**config.mk**
```make
export PLATFORM = sky130hd
export DESIGN_NAME = rpp_out_skid
export DESIGN_NICKNAME = d
export VERILOG_FILES = /design/src/rtl/rpp_pkg.sv /design/src/rtl/rpp_out_skid.sv
export SDC_FILE = /design/constraint.sdc
export NUM_CORES = 1
export LEC_CHECK = 0
export ABC_CLOCK_PERIOD_IN_PS = 4300
export BUFFER_PORTS_ARGS = -buffer_cell sky130_fd_sc_hd__buf_2
export CORE_MARGIN = 10
export CORE_UTILIZATION = 39
export DETAILED_ROUTE_END_ITERATION = 8
export PLACE_DENSITY = 0.64
export SETUP_SLACK_MARGIN = 0.4
export SYNTH_ARGS = -nofsm -noshare
export SYNTH_HDL_FRONTEND = slang
export SYNTH_SLANG_ARGS = --single-unit
```
**constraint.sdc**
```tcl
create_clock -name clock -period 4.3 [get_ports clock]
set_input_delay 0.86 -clock clock [delete_from_list [all_inputs] [get_ports clock]]
set_output_delay 0.86 -clock clock [all_outputs]
set_load 0.01 [all_outputs]
```
**src/rtl/rpp_pkg.sv**
```systemverilog
// ============================================================================
// rpp_pkg: shared types, widths and tables for the rotate/project unit
// Fixed-point widths of every pipeline stage, the quarter-wave sine table
// and the sine/cosine evaluator.
// ============================================================================
`default_nettype none

package rpp_pkg;

   localparam int COORD_BITS = 11;
   localparam int ANGLE_BITS = 12;

   localparam int RW = COORD_BITS + 11;             // rotated values, Q.8
   localparam int DW = RW + 2;                      // signed denominator
   localparam int DV = DW - 1;                      // divisor magnitude
   localparam int NW = RW + 13;                     // signed numerator
   localparam int QW = NW - 1;                      // numerator magnitude
   localparam int DIV_STEPS  = 5;
   localparam int DIV_STAGES = (QW + DIV_STEPS - 1) / DIV_STEPS;
   localparam int QP = DIV_STAGES * DIV_STEPS;      // padded quotient

   localparam int CSR_INDEX_BITS = 2;
   localparam int CSR_DATA_BITS  = 12;
   localparam logic [CSR_INDEX_BITS-1:0] REG_FOCAL    = 2'd0;
   localparam logic [CSR_INDEX_BITS-1:0] REG_CENTER_X = 2'd1;
   localparam logic [CSR_INDEX_BITS-1:0] REG_CENTER_Y = 2'd2;

   localparam logic [11:0] FOCAL_RESET    = 12'd150;
   localparam logic [9:0]  CENTER_X_RESET = 10'd120;
   localparam logic [9:0]  CENTER_Y_RESET = 10'd214;

   typedef logic signed [COORD_BITS-1:0]   coord_type;
   typedef logic [ANGLE_BITS-1:0]          angle_type;
   typedef logic signed [15:0]             trig_type;
   typedef logic signed [COORD_BITS+15:0]  prod1_type;
   typedef logic signed [COORD_BITS+16:0]  sum1_type;
   typedef logic signed [RW-1:0]           rot_val_type;
   typedef logic signed [COORD_BITS+7:0]   yq_type;
   typedef logic signed [RW+15:0]          prod2_type;
   typedef logic signed [RW+16:0]          sum2_type;
   typedef logic signed [DW-1:0]           denom_type;
   typedef logic signed [NW-1:0]           num_type;
   typedef logic [QP-1:0]                  quot_type;
   typedef logic [DV-1:0]                  div_type;
   typedef logic signed [15:0]             screen_type;
   typedef logic signed [19:0]             depth_type;

   typedef struct packed {
      rot_val_type x1;
      rot_val_type y2;
      rot_val_type z2;
   } rpp_rot_type;

   typedef struct packed {
      logic [11:0] focal_distance;
      logic [9:0]  center_x;
      logic [9:0]  center_y;
   } rpp_cfg_type;

   typedef struct packed {
      screen_type screen_x;
      screen_type screen_y;
      depth_type  rotated_depth;
      logic       behind_viewer;
   } rpp_result_type;

   localparam logic [14:0] QUARTER_SINE [33] = '{
      15'd0,     15'd804,   15'd1606,  15'd2404,  15'd3196,  15'd3981,  15'd4756,
      15'd5520,  15'd6270,  15'd7005,  15'd7723,  15'd8423,  15'd9102,  15'd9760,
      15'd10394, 15'd11003, 15'd11585, 15'd12140, 15'd12665, 15'd13160, 15'd13623,
      15'd14053, 15'd14449, 15'd14811, 15'd15137, 15'd15426, 15'd15679, 15'd15893,
      15'd16069, 15'd16207, 15'd16305, 15'd16364, 15'd16384
   };

   // Q1.14 sine of a 16-bit phase, table plus linear interpolation
   function automatic trig_type sine_q14(input logic [15:0] phase);
      logic [1:0]  quad;
      logic [14:0] r;
      logic [5:0]  idx;
      logic [5:0]  idx_n;
      logic [8:0]  frac;
      logic [10:0] d;
      logic [19:0] prod;
      logic [14:0] mag;
      quad  = phase[15:14];
      r     = {1'b0, phase[13:0]};
      if (quad[0]) begin
         r = 15'd16384 - r;
      end
      idx   = r[14:9];
      frac  = r[8:0];
      idx_n = idx + 6'd1;
      d     = '0;
      prod  = '0;
      if (idx[5]) begin
         mag = QUARTER_SINE[32];
      end else begin
         d    = 11'(QUARTER_SINE[idx_n] - QUARTER_SINE[idx]);
         prod = 20'(d) * 20'(frac) + 20'd256;
         mag  = QUARTER_SINE[idx] + 15'(prod[19:9]);
      end
      return quad[1] ? -trig_type'({1'b0, mag}) : trig_type'({1'b0, mag});
   endfunction

endpackage

`default_nettype wire

```
**src/rtl/rpp_out_skid.sv**
```systemverilog
// ============================================================================
// rpp_out_skid: output register with skid entry
// Holds results while the receiver stalls; the pipeline enable is driven
// from a register, so ready never depends combinationally on the receiver.
// ============================================================================
`default_nettype none

module rpp_out_skid (
   input  wire logic                     clock,
   input  wire logic                     reset,
   input  wire logic                     in_valid,
   input  wire rpp_pkg::rpp_result_type  in_data,
   output logic                          en,
   output logic                          out_valid,
   input  wire logic                     out_ready,
   output rpp_pkg::rpp_result_type       out_data
);

   logic                    main_v_ff;
   logic                    skid_v_ff;
   rpp_pkg::rpp_result_type main_ff;
   rpp_pkg::rpp_result_type skid_ff;
   logic                    push;
   logic                    pop;

   assign en   = !skid_v_ff;
   assign push = en && in_valid;
   assign pop  = main_v_ff && out_ready;

   always_ff @(posedge clock) begin
      if (reset) begin
         main_v_ff <= 1'b0;
         skid_v_ff <= 1'b0;
      end else if (skid_v_ff) begin
         if (pop) begin
            skid_v_ff <= 1'b0;
         end
      end else if (push) begin
         if (main_v_ff && !pop) begin
            skid_v_ff <= 1'b1;
         end else begin
            main_v_ff <= 1'b1;
         end
      end else if (pop) begin
         main_v_ff <= 1'b0;
      end
   end

   always_ff @(posedge clock) begin
      if (skid_v_ff) begin
         if (pop) begin
            main_ff <= skid_ff;
         end
      end else if (push) begin
         if (main_v_ff && !pop) begin
            skid_ff <= in_data;
         end else begin
            main_ff <= in_data;
         end
      end
   end

   assign out_valid = main_v_ff;
   assign out_data  = main_ff;

   a_skid_needs_main: assert property (@(posedge clock) disable iff (reset)
      skid_v_ff |-> main_v_ff)
      else $error("skid entry holds data while output register is empty");

   a_overflow_to_skid: assert property (@(posedge clock) disable iff (reset)
      (push && main_v_ff && !pop) |=> skid_v_ff)
      else $error("result pushed into full output register was dropped");

   a_skid_only_on_stall: assert property (@(posedge clock) disable iff (reset)
      $rose(skid_v_ff) |-> $past(main_v_ff && !out_ready))
      else $error("skid entry filled without a receiver stall");

   a_skid_drains_first: assert property (@(posedge clock) disable iff (reset)
      (skid_v_ff && pop) |=> (main_v_ff && !skid_v_ff))
      else $error("skid entry not moved to output register on transaction");

endmodule

`default_nettype wire
```
==> results of run 1 <==
worst min path at each step:
stage / start / end / slack, ns
floorplan: skid_ff[44]$_DFFE_PP_ / out_data[44]$_DFFE_PP_ / 0.52
global placement: skid_v_ff$_SDFF_PP0_ / out_valid$_SDFFE_PP0P_ / 0.50
detailed placement: skid_v_ff$_SDFF_PP0_ / out_valid$_SDFFE_PP0P_ / 0.53
CTS: skid_v_ff$_SDFF_PP0_ / out_valid$_SDFFE_PP0P_ / 0.55
global route: skid_ff[49]$_DFFE_PP_ / out_data[49]$_DFFE_PP_ / 0.57
finish: skid_ff[23]$_DFFE_PP_ / out_data[23]$_DFFE_PP_ / 0.55
power breakdown:
group	internal (mW)	switching (mW)	leakage, nW
Clock	0.209	0.329	0.0856
Combinational	0.0911	0.108	0.677
Sequential	1.23	0.0169	1.01
sequential cells by signal (all words and copies together), names as in the netlist:
register   flops
out_data      53
skid_ff       53
out_valid      1
skid_v_ff      1
cells by family after synthesis:
logic type	count (synthesis)
flip-flops	108
multiplexers	54
buffers and inverters	9
AO/OA/AOI/OAI	4
AND/OR/NAND/NOR	3
through the flow:
step                      hold WS [ns]  util (%)  setup slack [ns]  area (sq um)  cells
after floorplan                  0.523         -              1.49          3940    178
after global placement           0.504      47.4              1.62          4650    420
after detailed placement         0.529      47.4              1.58          4650    420
after CTS                        0.550      49.1              1.98          4820    435
after global routing             0.566      49.1              1.86          4820    435
final                            0.546      49.1              2.00          4820    435
area by class of cell:
class,instances,area (sq um),share of cell area (%)
clock inverters,6,40.0,0.831
inverters,3,11.3,0.234
well taps,133,166,3.45
flip-flops and latches,108,3220,66.9
multi-input cells,61,667,13.8
repair buffers,115,586,12.2
clock buffers,9,124,2.57
critical path: cells and delay by family:
family | cells | cell delay (ns)
and+or+nand+nor | 1 | 0.89
buffers and inverters | 3 | 0.58
synthesized netlist by cell type:
master                       n  area [sq um]
sky130_fd_sc_hd__edfxtp_1  106          3180
sky130_fd_sc_hd__mux2i_1     1          10.0
sky130_fd_sc_hd__buf_2       3          15.0
sky130_fd_sc_hd__o32ai_1     1          8.76
sky130_fd_sc_hd__mux2_2     53           597
sky130_fd_sc_hd__nor2b_1     1          6.26
sky130_fd_sc_hd__dfxtp_1     2          40.0
sky130_fd_sc_hd__a211oi_1    1          7.51
sky130_fd_sc_hd__a21oi_1     2          10.0
sky130_fd_sc_hd__nand2b_1    1          6.26
sky130_fd_sc_hd__buf_4       1          7.51
sky130_fd_sc_hd__buf_6       2          22.5
sky130_fd_sc_hd__inv_1       3          11.3
sky130_fd_sc_hd__and4_1      1          8.76
per-layer routing:
layer | wire length (um) | global-route usage (%)
met5 | 0 | 0
met4 | 94 | 4.30
met1 | 3450 | 13.1
met3 | 659 | 4.42
met2 | 3260 | 14.6
==> metrics.log, run 1 <==
INFO  metric outcome = completed
INFO  metric ctsLongestPathBuffers = 2
INFO  metric floorplan.initialDensity = 40.1%
INFO  metric placement_rows = 36
INFO  metric critical_path_endpoint_category = flip-flop
INFO  metric post_synth_mux_area_share = 15.4%
INFO  metric max_slew.worst_pin.slew = 1.10 ns
INFO  metric slowest_delay = 0.89 ns
INFO  metric ys_seq_area_share = 81.9%
INFO  metric global_route.overflow_total = 0
INFO  metric port_buffers = 111
INFO  metric synth_compound_area_share = 0.668%
INFO  metric setup.worst_path.class = input port to flip-flop
INFO  metric hpwl = 5.23 mm
INFO  metric grt_pass1_wl = 11.6 mm
INFO  metric period_share = 53.5%
INFO  metric yosys.area_share.adder = 0%
INFO  metric netlist-cell-type-count = 14
INFO  metric reg2reg_setup_slack = 2.14 ns
INFO  metric post_route_minimum_period = 2.30 ns
INFO  metric power.density = 412 nW/um^2
INFO  metric holdCritPathClass = flip-flop to flip-flop
INFO  metric clk_latency = 0.35 ns
INFO  metric worstRegToRegCells = 3
INFO  metric antenna-diode-count = 0
INFO  metric setup.worst_path.start_class = input port
INFO  metric setup_repair_after_global_routing_missed_its_margin = false
INFO  metric reg2reg_from = out_valid$_SDFFE_PP0P_
INFO  metric timing.critical_path.to = skid_ff[5]$_DFFE_PP_
INFO  metric synth_cells = 178
INFO  metric clkSinkCount = 108
INFO  metric cap_violations = 0
INFO  metric synthesis_stage_register_bit_count = 108
INFO  metric critPathRequiredTime = 4.34 ns
INFO  metric drt-total-wl = 7.47 mm
INFO  metric first_pass_iters = 4
INFO  metric die_area = 14,500 sq um
INFO  metric top_level_ports = 112
INFO  metric synth.avg_cell_area = 22.1 sq um
INFO  metric antenna_found_initial = 0
INFO  metric synth-simple-area-share = 0.541%
INFO  metric commonest_cells_after_routing_fill_and_taps_aside = 111 x sky130_fd_sc_hd__buf_2, 106 x sky130_fd_sc_hd__edfxtp_1, 53 x sky130_fd_sc_hd__mux2_2
INFO  metric grt_start_max_net_pins = 54
INFO  metric vias_per_cell = 4.60
INFO  metric setup_bufs_post_cts = 0
INFO  metric placer_congestion_estimate = 0.724
INFO  metric synth_nets = 235
INFO  metric design.final.nets = 355
INFO  metric design_power_total = 1.99 mW
INFO  metric max-vdd-ir-drop = 0.000168 V
INFO  metric finClkSkew = 0.0113 ns
INFO  metric fmax = 0.435 GHz
INFO  metric cts_made_buffers = 9
INFO  metric drt_drc_violations_left = 0
INFO  metric die_x = 120 um
INFO  metric tritoncts = yes
INFO  metric static-leakage-power = 1.77 nW
INFO  metric max_slew_violation_total_from_the_final_report = 0
INFO  metric area.growth.synth_to_final = 22.5%
INFO  metric crit_path_top_delay_cell = sky130_fd_sc_hd__and4_2
INFO  metric timing.critical_path.arrival = 2.34 ns
INFO  metric routed_wire_length_per_instance = 17.2 um
INFO  metric cts.clk_slew.worst_paths = 0.11 ns
INFO  metric worstPathCellList = buf_2 > inv_1 > and4_2 > buf_4
INFO  metric ys_warn_count = 0
INFO  metric count_of_filler_cells_inserted_in_the_layout = 890
INFO  metric largest_family_of_logic_cells_by_synthesized_area = multiplexers
INFO  metric first_global_vias = 2,182
INFO  metric antenna_violating_nets_post_route = 0
INFO  metric fin_setup_tns = 0 ns
INFO  metric final_common_cell = sky130_fd_sc_hd__buf_2
INFO  metric worst-path-max-fanout = 38
INFO  metric cts_hold_repair.buffers = 0
INFO  metric final_layout_size_suffix_gt1_share = 61.6%
INFO  metric cp-startpoint = out_ready
INFO  metric report.final.hold_viol_count = 0
INFO  metric cts_root_buffer_type = sky130_fd_sc_hd__clkbuf_8
INFO  metric route.vias.total = 2,002
INFO  metric ctsResizeCount = 0
INFO  metric timing.max_slew.rel_slack = 26.7%
INFO  metric synth_xor_xnor_area_share = 0%
INFO  metric timing.rr.end = out_data[17]$_DFFE_PP_
INFO  metric grt_use_total = 10.2%
INFO  metric core_region_area = 9820 sq um
INFO  metric finalSetupViolations = 0
INFO  metric dieHeight = 120 um
INFO  metric cts_h_tree_lvls = 3
INFO  metric mappedNetlistArea = 3930 sq um
INFO  metric min_delay_path_depth = 1
INFO  metric initialDrtViolationCount = 89
No activity file was read; power rests on OpenSTA's default activity.
==> run 2: changes to the inputs <==
--- a/config.mk
+++ b/config.mk
@@ -5,7 +5,8 @@
 export SDC_FILE = /design/constraint.sdc
 export NUM_CORES = 1
 export LEC_CHECK = 0
-export ABC_CLOCK_PERIOD_IN_PS = 4300
+export ABC_AREA = 1
+export ABC_CLOCK_PERIOD_IN_PS = 2400
 export BUFFER_PORTS_ARGS = -buffer_cell sky130_fd_sc_hd__buf_2
 export CORE_MARGIN = 10
 export CORE_UTILIZATION = 39
==> constraint.sdc (replaced) <==
create_clock -name clock -period 2.4 [get_ports clock]
set_input_delay 0.48 -clock clock [delete_from_list [all_inputs] [get_ports clock]]
set_output_delay 0.48 -clock clock [all_outputs]
set_load 0.01 [all_outputs]
==> run 2 against run 1 <==
Against the previous run:
- wire length is 7.0% higher
- worst hold slack worse by 0.26 ns
- sequential share of layout area is 0.82 points lower
- clock power is 91% higher
- synthesized cell count is 67% higher
- register-to-register slack worse by 1.3 ns
- sequential power is 78% higher
- total power is 80% higher
- design area is 1.2% higher
- area after synthesis is 1.3% higher
- combinational power is 60% higher
- critical path type is now flip-flop to output pin
==> metrics.log, run 2 <==
INFO  metric worst-path-max-fanout = 24 (-37%)
INFO  metric final_layout_size_suffix_gt1_share = 32.5% (-29 points)
INFO  metric synth_nets = 354 (+51%)
INFO  metric postSynth.asyncResetShare = 0% (unchanged)
INFO  metric antenna_violating_nets_post_route = 0 (unchanged)
INFO  metric power_switching_share = 22.8% (-0.060 points)
INFO  metric grt_start_max_net_pins = 54 (unchanged)
INFO  metric first_global_vias = 2,570 (+18%)
INFO  metric yosysMostFrequentCell = sky130_fd_sc_hd__nand2_1
INFO  metric post-route-cell-area = 4880 sq um (+1.2%)
INFO  metric placement_rows = 36 (unchanged)
INFO  metric yosys.area.top_type = sky130_fd_sc_hd__edfxtp_1
INFO  metric cts_made_buffers = 9 (unchanged)
INFO  metric grt_use_total = 11.0% (+0.80 points)
INFO  metric largest_family_of_logic_cells_by_synthesized_area = simple AND/OR/NAND/NOR gates
INFO  metric commonest_cells_after_routing_fill_and_taps_aside = 166 x sky130_fd_sc_hd__nand2_1, 111 x sky130_fd_sc_hd__buf_2, 106 x sky130_fd_sc_hd__edfxtp_1
INFO  metric holdCritPathClass = input port to flip-flop
INFO  metric grt_pass1_wl = 12.7 mm (+9.9%)
INFO  metric synth_cells = 297 (+67%)
INFO  metric ys_seq_area_share = 80.9% (-1.0 points)
INFO  metric cap_violations = 0 (unchanged)
INFO  metric synth.avg_cell_area = 13.4 sq um (-39%)
INFO  metric power_frac_seq = 62.2% (-0.7 points)
INFO  metric grtUsageMet2 = 19.0% (+4.4 points)
INFO  metric synth-simple-area-share = 16.0% (+15 points)
INFO  metric setup_repair_after_global_routing_missed_its_margin = false
INFO  metric placer_congestion_estimate = 0.711 (-1.8%)
INFO  metric timing.max_slew.rel_slack = 64.2% (+37 points)
INFO  metric setup_bufs_post_cts = 0 (unchanged)
INFO  metric setup.worst_path.start_class = flip-flop
INFO  metric vias_per_cell = 4.30 (-6.6%)
INFO  metric final_common_cell = sky130_fd_sc_hd__nand2_1
INFO  metric worstPathCellList = inv_2 > buf_4 > buf_2
INFO  metric global_route.overflow_total = 0 (unchanged)
INFO  metric clkSinkCount = 108 (unchanged)
INFO  metric floorplan.initialDensity = 40.4% (+0.32 points)
INFO  metric postLayoutSetupSlackWorst = 0.694 ns (-1.31 ns)
INFO  metric synthesis_stage_register_bit_count = 108 (unchanged)
INFO  metric fmax = 0.586 GHz
INFO  metric power.density = 731 nW/um^2 (+77%)
INFO  metric finalSetupViolations = 0 (unchanged)
INFO  metric cts_hold_repair.buffers = 0 (unchanged)
INFO  metric hpwl = 5.57 mm (+6.4%)
INFO  metric clk_latency = 0.36 ns (about the same)
INFO  metric place_worst_setup_slack = 0.663 ns (-0.920 ns)
INFO  metric crit_path_top_delay_cell = sky130_fd_sc_hd__dfxtp_2
INFO  metric ctsResizeCount = 0 (unchanged)
INFO  metric power.share.clock = 28.9% (+1.8 points)
INFO  metric timing.critical_path.arrival = 1.23 ns (-1.11 ns)
INFO  metric slowest_delay = 0.36 ns (-0.53 ns)
INFO  metric antenna_found_initial = 0 (unchanged)
INFO  metric cts_h_tree_lvls = 3 (unchanged)
INFO  metric first_pass_iters = 6 (+2)
INFO  metric routed_wire_length_per_instance = 14.5 um (-16%)
INFO  metric max_slew_violation_total_from_the_final_report = 0 (unchanged)
INFO  metric cts_root_buffer_type = sky130_fd_sc_hd__clkbuf_8
INFO  metric route.vias.total = 2,372 (+18%)
INFO  metric outcome = completed
INFO  metric dieHeight = 121 um (+0.53%)
INFO  metric fin_setup_tns = 0 ns (unchanged)
INFO  metric setup.worst_path.class = flip-flop to output pin
INFO  metric yosys-top-cells-count = 166 x sky130_fd_sc_hd__nand2_1, 106 x sky130_fd_sc_hd__edfxtp_1, 6 x sky130_fd_sc_hd__inv_1, 5 x sky130_fd_sc_hd__buf_2, 5 x sky130_fd_sc_hd__buf_6
INFO  metric grt.met1_usage = 11.8% (-1.3 points)
INFO  metric drt_drc_violations_left = 0 (unchanged)
INFO  metric design_power_total = 3.57 mW (+80%)
INFO  metric period_share = 71.1%
INFO  metric synth_compound_area_share = 0.251% (-0.42 points)
INFO  metric die_x = 121 um (+0.53%)
INFO  metric crit_buf_inv = 3 (unchanged)
INFO  metric synth.top_cell.area_share = 79.9% (-1.0 points)
INFO  metric post_route_minimum_period = 1.71 ns
INFO  metric static-leakage-power = 2.07 nW (+17%)
INFO  metric placement.cell_area = 4690 sq um (+0.78%)
INFO  metric total_switching_power = 813 uW (+79%)
INFO  metric max-vdd-ir-drop = 0.000277 V (+65%)
INFO  metric post_synth_main_area_contributors = sky130_fd_sc_hd__edfxtp_1 80%, sky130_fd_sc_hd__nand2_1 16%, sky130_fd_sc_hd__buf_6 1.4%, sky130_fd_sc_hd__dfxtp_1 1.0%, sky130_fd_sc_hd__buf_2 0.63%
INFO  metric ctsLongestPathBuffers = 2 (unchanged)
INFO  metric ys_warn_count = 0 (unchanged)
INFO  metric report.final.hold_viol_count = 0 (unchanged)
INFO  metric max_slew.worst_pin.slew = 0.537 ns (-0.560 ns)
INFO  metric cts.clk_slew.worst_paths = 0.10 ns (about the same)
INFO  metric top_flip_flop_cell_by_instance_count_after_synthesis = sky130_fd_sc_hd__edfxtp_1
INFO  metric top_level_ports = 112 (unchanged)
INFO  metric initialDrtViolationCount = 111 (+25%)
INFO  metric yosys.area_share.adder = 0% (unchanged)
INFO  metric critical_path_endpoint_category = output pin
INFO  metric post_synth_mux_area_share = 0% (-15 points)
INFO  metric area.growth.synth_to_final = 22.5% (about the same)
INFO  metric critPathRequiredTime = 1.92 ns (-2.42 ns)
INFO  metric mappedNetlistArea = 3980 sq um (+1.3%)
INFO  metric met3_usage = 3.82% (-0.60 points)
INFO  metric synth-edff-count = 106 (unchanged)
INFO  metric combPwrFrac = 8.9% (-1.1 points)
INFO  metric hold-worst-slack = 0.283 ns (-0.262 ns)
INFO  metric core_region_area = 9860 sq um (+0.46%)
INFO  metric synth_xor_xnor_area_share = 0% (unchanged)
INFO  metric finClkSkew = 0.0128 ns (+0.00158 ns)
INFO  metric grt_busiest_layer = met2
INFO  metric design.final.nets = 471 (+33%)
INFO  metric p_int = 2.75 mW (+80%)
INFO  metric antenna-diode-count = 0 (unchanged)
INFO  metric drt-total-wl = 7.99 mm (+7.0%)
INFO  metric layout.core_utilization = 49.5% (+0.38 points)
INFO  metric die_area = 14,700 sq um (+1.1%)
INFO  metric post_layout_nonfiller_instances = 552 (+27%)
INFO  metric netlist-cell-type-count = 11 (-3)
INFO  metric worst_path_dominant_cell_family = buffers and inverters
INFO  metric dpl.cell_count = 536 (+28%)
INFO  metric port_buffers = 111 (unchanged)
INFO  metric tritoncts = yes
run 2: cell types whose count changed after synthesis, moves of 2 or more:
cell / delta
sky130_fd_sc_hd__buf_2: +2
sky130_fd_sc_hd__buf_6: +3
sky130_fd_sc_hd__inv_1: +3
sky130_fd_sc_hd__mux2_2: -53
sky130_fd_sc_hd__nand2_1: +166
sky130_fd_sc_hd__nor2_1: +2
run 2: final timing paths:
check	start	end	slack [ns]	depth (start not counted)
max	skid_v_ff$_SDFF_PP0_	en	0.69	3
max reg2reg	out_valid$_SDFFE_PP0P_	skid_ff[11]$_DFFE_PP_	0.82	5
min reg2reg	skid_v_ff$_SDFF_PP0_	skid_v_ff$_SDFF_PP0_	0.51	2
min	reset	skid_v_ff$_SDFF_PP0_	0.28	2
run 2: cells by family after synthesis:
group / Yosys count
buffers and inverters: 18
flip-flops: 108
AND/OR/NAND/NOR: 169
AO/OA/AOI/OAI: 2
run 2: power by group through the flow:
stage | combinational, mW | clock (mW) | sequential [mW]
after floorplan | 0.115 | 0 | 2.31
after global placement | 0.320 | 0 | 2.26
after detailed placement | 0.330 | 0 | 2.26
after CTS | 0.330 | 1.06 | 2.22
after global routing | 0.363 | 1.13 | 2.23
final | 0.318 | 1.03 | 2.22
run 2: per-layer routing:
metal	share of wire, %	routed length (um)
met1	41	3310
met2	50	3960
met3	7.6	608
met4	1.4	112
met5	0	0
run 2: final cells by class:
cell class,instances,area [sq um]
multi-input cells,171,657
repair buffers,117,613
clock buffers,12,155
fillers,882,4990
clock inverters,4,32.5
inverters,7,30.0
flip-flops and latches,108,3220
well taps,133,166
==> run 3: changes to the inputs <==
--- a/config.mk
+++ b/config.mk
@@ -5,13 +5,13 @@
 export SDC_FILE = /design/constraint.sdc
 export NUM_CORES = 1
 export LEC_CHECK = 0
-export ABC_AREA = 1
-export ABC_CLOCK_PERIOD_IN_PS = 2400
+export ABC_AREA = 0
+export ABC_CLOCK_PERIOD_IN_PS = 1450
 export BUFFER_PORTS_ARGS = -buffer_cell sky130_fd_sc_hd__buf_2
 export CORE_MARGIN = 10
 export CORE_UTILIZATION = 39
 export DETAILED_ROUTE_END_ITERATION = 8
-export PLACE_DENSITY = 0.64
+export PLACE_DENSITY = 0.66
 export SETUP_SLACK_MARGIN = 0.4
 export SYNTH_ARGS = -nofsm -noshare
 export SYNTH_HDL_FRONTEND = slang
==> constraint.sdc (replaced) <==
create_clock -name clock -period 1.45 [get_ports clock]
set_input_delay 0.29 -clock clock [delete_from_list [all_inputs] [get_ports clock]]
set_output_delay 0.29 -clock clock [all_outputs]
set_load 0.01 [all_outputs]
==> run 3 against run 2 <==
Against the previous run:
- register-to-register slack got worse by 0.68 ns
- largest cell class unchanged
- clock skew fell by 0.0029 ns
- clock power rose by 75%
- sequential share of layout area fell by 5.2 points
- critical path depth rose by 1
- via count fell by 9.6%
==> metrics.log, run 3 (same netlist as run 1, synthesis figures left out) <==
INFO  metric outcome = completed
INFO  metric antenna-diode-count = 0 (unchanged)
INFO  metric routed_wire_length_per_instance = 18.1 um (+25%)
INFO  metric post-route-cell-area = 5310 sq um (+8.8%)
INFO  metric clk_latency = 0.36 ns (about the same)
INFO  metric holdCritPathClass = input port to flip-flop
INFO  metric fmax = 0.765 GHz
INFO  metric cts_hold_repair.buffers = 0 (unchanged)
INFO  metric max_slew_violation_total_from_the_final_report = 0 (unchanged)
INFO  metric placement_rows = 36 (unchanged)
INFO  metric finClkSkew = 0.00991 ns (-0.00293 ns)
INFO  metric port_buffers = 111 (unchanged)
INFO  metric core_region_area = 9820 sq um (-0.46%)
INFO  metric drt_drc_violations_left = 0 (unchanged)
INFO  metric report.final.hold_viol_count = 0 (unchanged)
INFO  metric tritoncts = yes
INFO  metric period_share = 90.2%
INFO  metric hpwl = 5.36 mm (-3.7%)
INFO  metric die_area = 14,500 sq um (-1.1%)
INFO  metric die_x = 120 um (-0.53%)
INFO  metric critPathRequiredTime = 1.58 ns (-0.34 ns)
INFO  metric grt_use_total = 10.9% (-0.034 points)
INFO  metric cts.clk_slew.worst_paths = 0.10 ns (about the same)
INFO  metric area.growth.synth_to_final = 35.0%
INFO  metric top_level_ports = 112 (unchanged)
INFO  metric timing.critical_path.arrival = 1.44 ns (+0.21 ns)
INFO  metric placer_congestion_estimate = 0.704 (-0.93%)
INFO  metric post_layout_nonfiller_instances = 456 (-17%)
INFO  metric multi_input_area = 713 sq um (+8.6%)
INFO  metric clkSinkCount = 108 (unchanged)
INFO  metric antenna_found_initial = 0 (unchanged)
INFO  metric setup.worst_path.start_class = flip-flop
INFO  metric power.density = 1180 nW/um^2 (+61%)
INFO  metric max-vdd-ir-drop = 0.000525 V (+90%)
INFO  metric floorplan.initialDensity = 40.1% (-0.32 points)
INFO  metric hold-worst-slack = 0.111 ns (-0.172 ns)
INFO  metric final_layout_size_suffix_gt1_share = 64.4% (+32 points)
INFO  metric first_pass_iters = 4 (-2)
INFO  metric grt_pass1_wl = 12.4 mm (-2.4%)
INFO  metric final_common_cell = sky130_fd_sc_hd__buf_2
INFO  metric ff_latch_area = 3230 sq um (+0.19%)
INFO  metric count_of_filler_cells_inserted_in_the_layout = 798 (-9.5%)
INFO  metric placement.cell_area = 4760 sq um (+1.4%)
INFO  metric static-leakage-power = 1.99 nW (-3.6%)
INFO  metric vias_per_cell = 4.70 (+9.5%)
INFO  metric global_route.overflow_total = 0 (unchanged)
INFO  metric antenna_violating_nets_post_route = 0 (unchanged)
INFO  metric route.vias.total = 2,145 (-9.6%)
INFO  metric commonest_cells_after_routing_fill_and_taps_aside = 107 x sky130_fd_sc_hd__buf_2, 106 x sky130_fd_sc_hd__edfxtp_1, 42 x sky130_fd_sc_hd__mux2_2
INFO  metric timing.max_slew.rel_slack = 84.6% (+20 points)
INFO  metric first_global_vias = 2,329 (-9.4%)
INFO  metric worst-path-max-fanout = 17 (-29%)
INFO  metric max_slew.worst_pin.slew = 0.227 ns (-0.310 ns)
INFO  metric design.final.nets = 375 (-20%)
INFO  metric dpl.cell_count = 425 (-21%)
INFO  metric initialDrtViolationCount = 117 (+5.4%)
INFO  metric setup.worst_path.class = flip-flop to flip-flop
INFO  metric cts_made_buffers = 9 (unchanged)
INFO  metric design_power_total = 6.27 mW (+76%)
INFO  metric cap_violations = 0 (unchanged)
INFO  metric cts_root_buffer_type = sky130_fd_sc_hd__clkbuf_8
INFO  metric ctsLongestPathBuffers = 2 (unchanged)
INFO  metric finalSetupViolations = 0 (unchanged)
INFO  metric critical_path_endpoint_category = flip-flop
INFO  metric setup_repair_after_global_routing_missed_its_margin = true
INFO  metric post_route_minimum_period = 1.31 ns
INFO  metric dieHeight = 120 um (-0.53%)
INFO  metric drt-total-wl = 8.24 mm (+3.1%)
INFO  metric cts_h_tree_lvls = 3 (unchanged)
INFO  metric grt_start_max_net_pins = 31 (-43%)
run 3: worst paths after layout:
path | start | to | slack, ns | depth (start not counted)
max reg2reg | skid_v_ff$_SDFF_PP0_ | out_data[36]$_DFFE_PP_ | 0.14 | 4
min | in_data[30] | skid_ff[30]$_DFFE_PP_ | 0.11 | 1
max | skid_v_ff$_SDFF_PP0_ | out_data[36]$_DFFE_PP_ | 0.14 | 4
min reg2reg | skid_ff[27]$_DFFE_PP_ | out_data[27]$_DFFE_PP_ | 0.55 | 1
run 3: area by class of cell:
cell class                 instances  share of cell area, %
sequential                       108                   60.9
inverter                           3                  0.259
clock inverter                     5                   1.15
multi-input combinational         61                   13.4
tap                              133                   3.13
clock buffer                      11                   2.47
timing repair buffer             135                   18.7
run 3: report_power, final:
part | switching [mW] | internal (mW)
Clock | 0.990 | 0.807
Sequential | 0.0519 | 3.65
Combinational | 0.361 | 0.408
Total | 1.40 | 4.86
run 3: metal layers:
layer / share of wire [%] / routed length, um / vias to the layer above / GRT usage [%]
li1: - / - / 990 / -
met1: 45 / 3680 / 1065 / 13.1
met2: 46 / 3750 / 79 / 17.0
met3: 8.3 / 686 / 11 / 4.93
met4: 1.5 / 120 / 0 / 4.07
met5: 0 / 0 / - / 0
run 3: per-stage QoR:
step | setup slack, ns | utilization, % | TNS, ns
after floorplan | -0.603 | - | -39.26
after global placement | 0.115 | 48.4 | 0
after detailed placement | 0.0824 | 48.4 | 0
after CTS | 0.161 | 52.2 | 0
after global routing | 0.0927 | 54.1 | 0
final | 0.143 | 54.1 | 0
run 3: timing repair:
item,4_1_cts,5_1_grt
setup buffers,7,2
gates resized for setup,19,16
gates cloned,2,4
setup endpoints to repair,216,214
hold endpoints to repair,0,0
pin swaps,1,0
run 3: worst max-delay path: stages (launching register included):
cell                      delay (ns)
sky130_fd_sc_hd__dfxtp_4        0.43
sky130_fd_sc_hd__mux2i_2        0.29
sky130_fd_sc_hd__a21oi_4        0.06
sky130_fd_sc_hd__buf_4          0.16
sky130_fd_sc_hd__buf_16         0.15
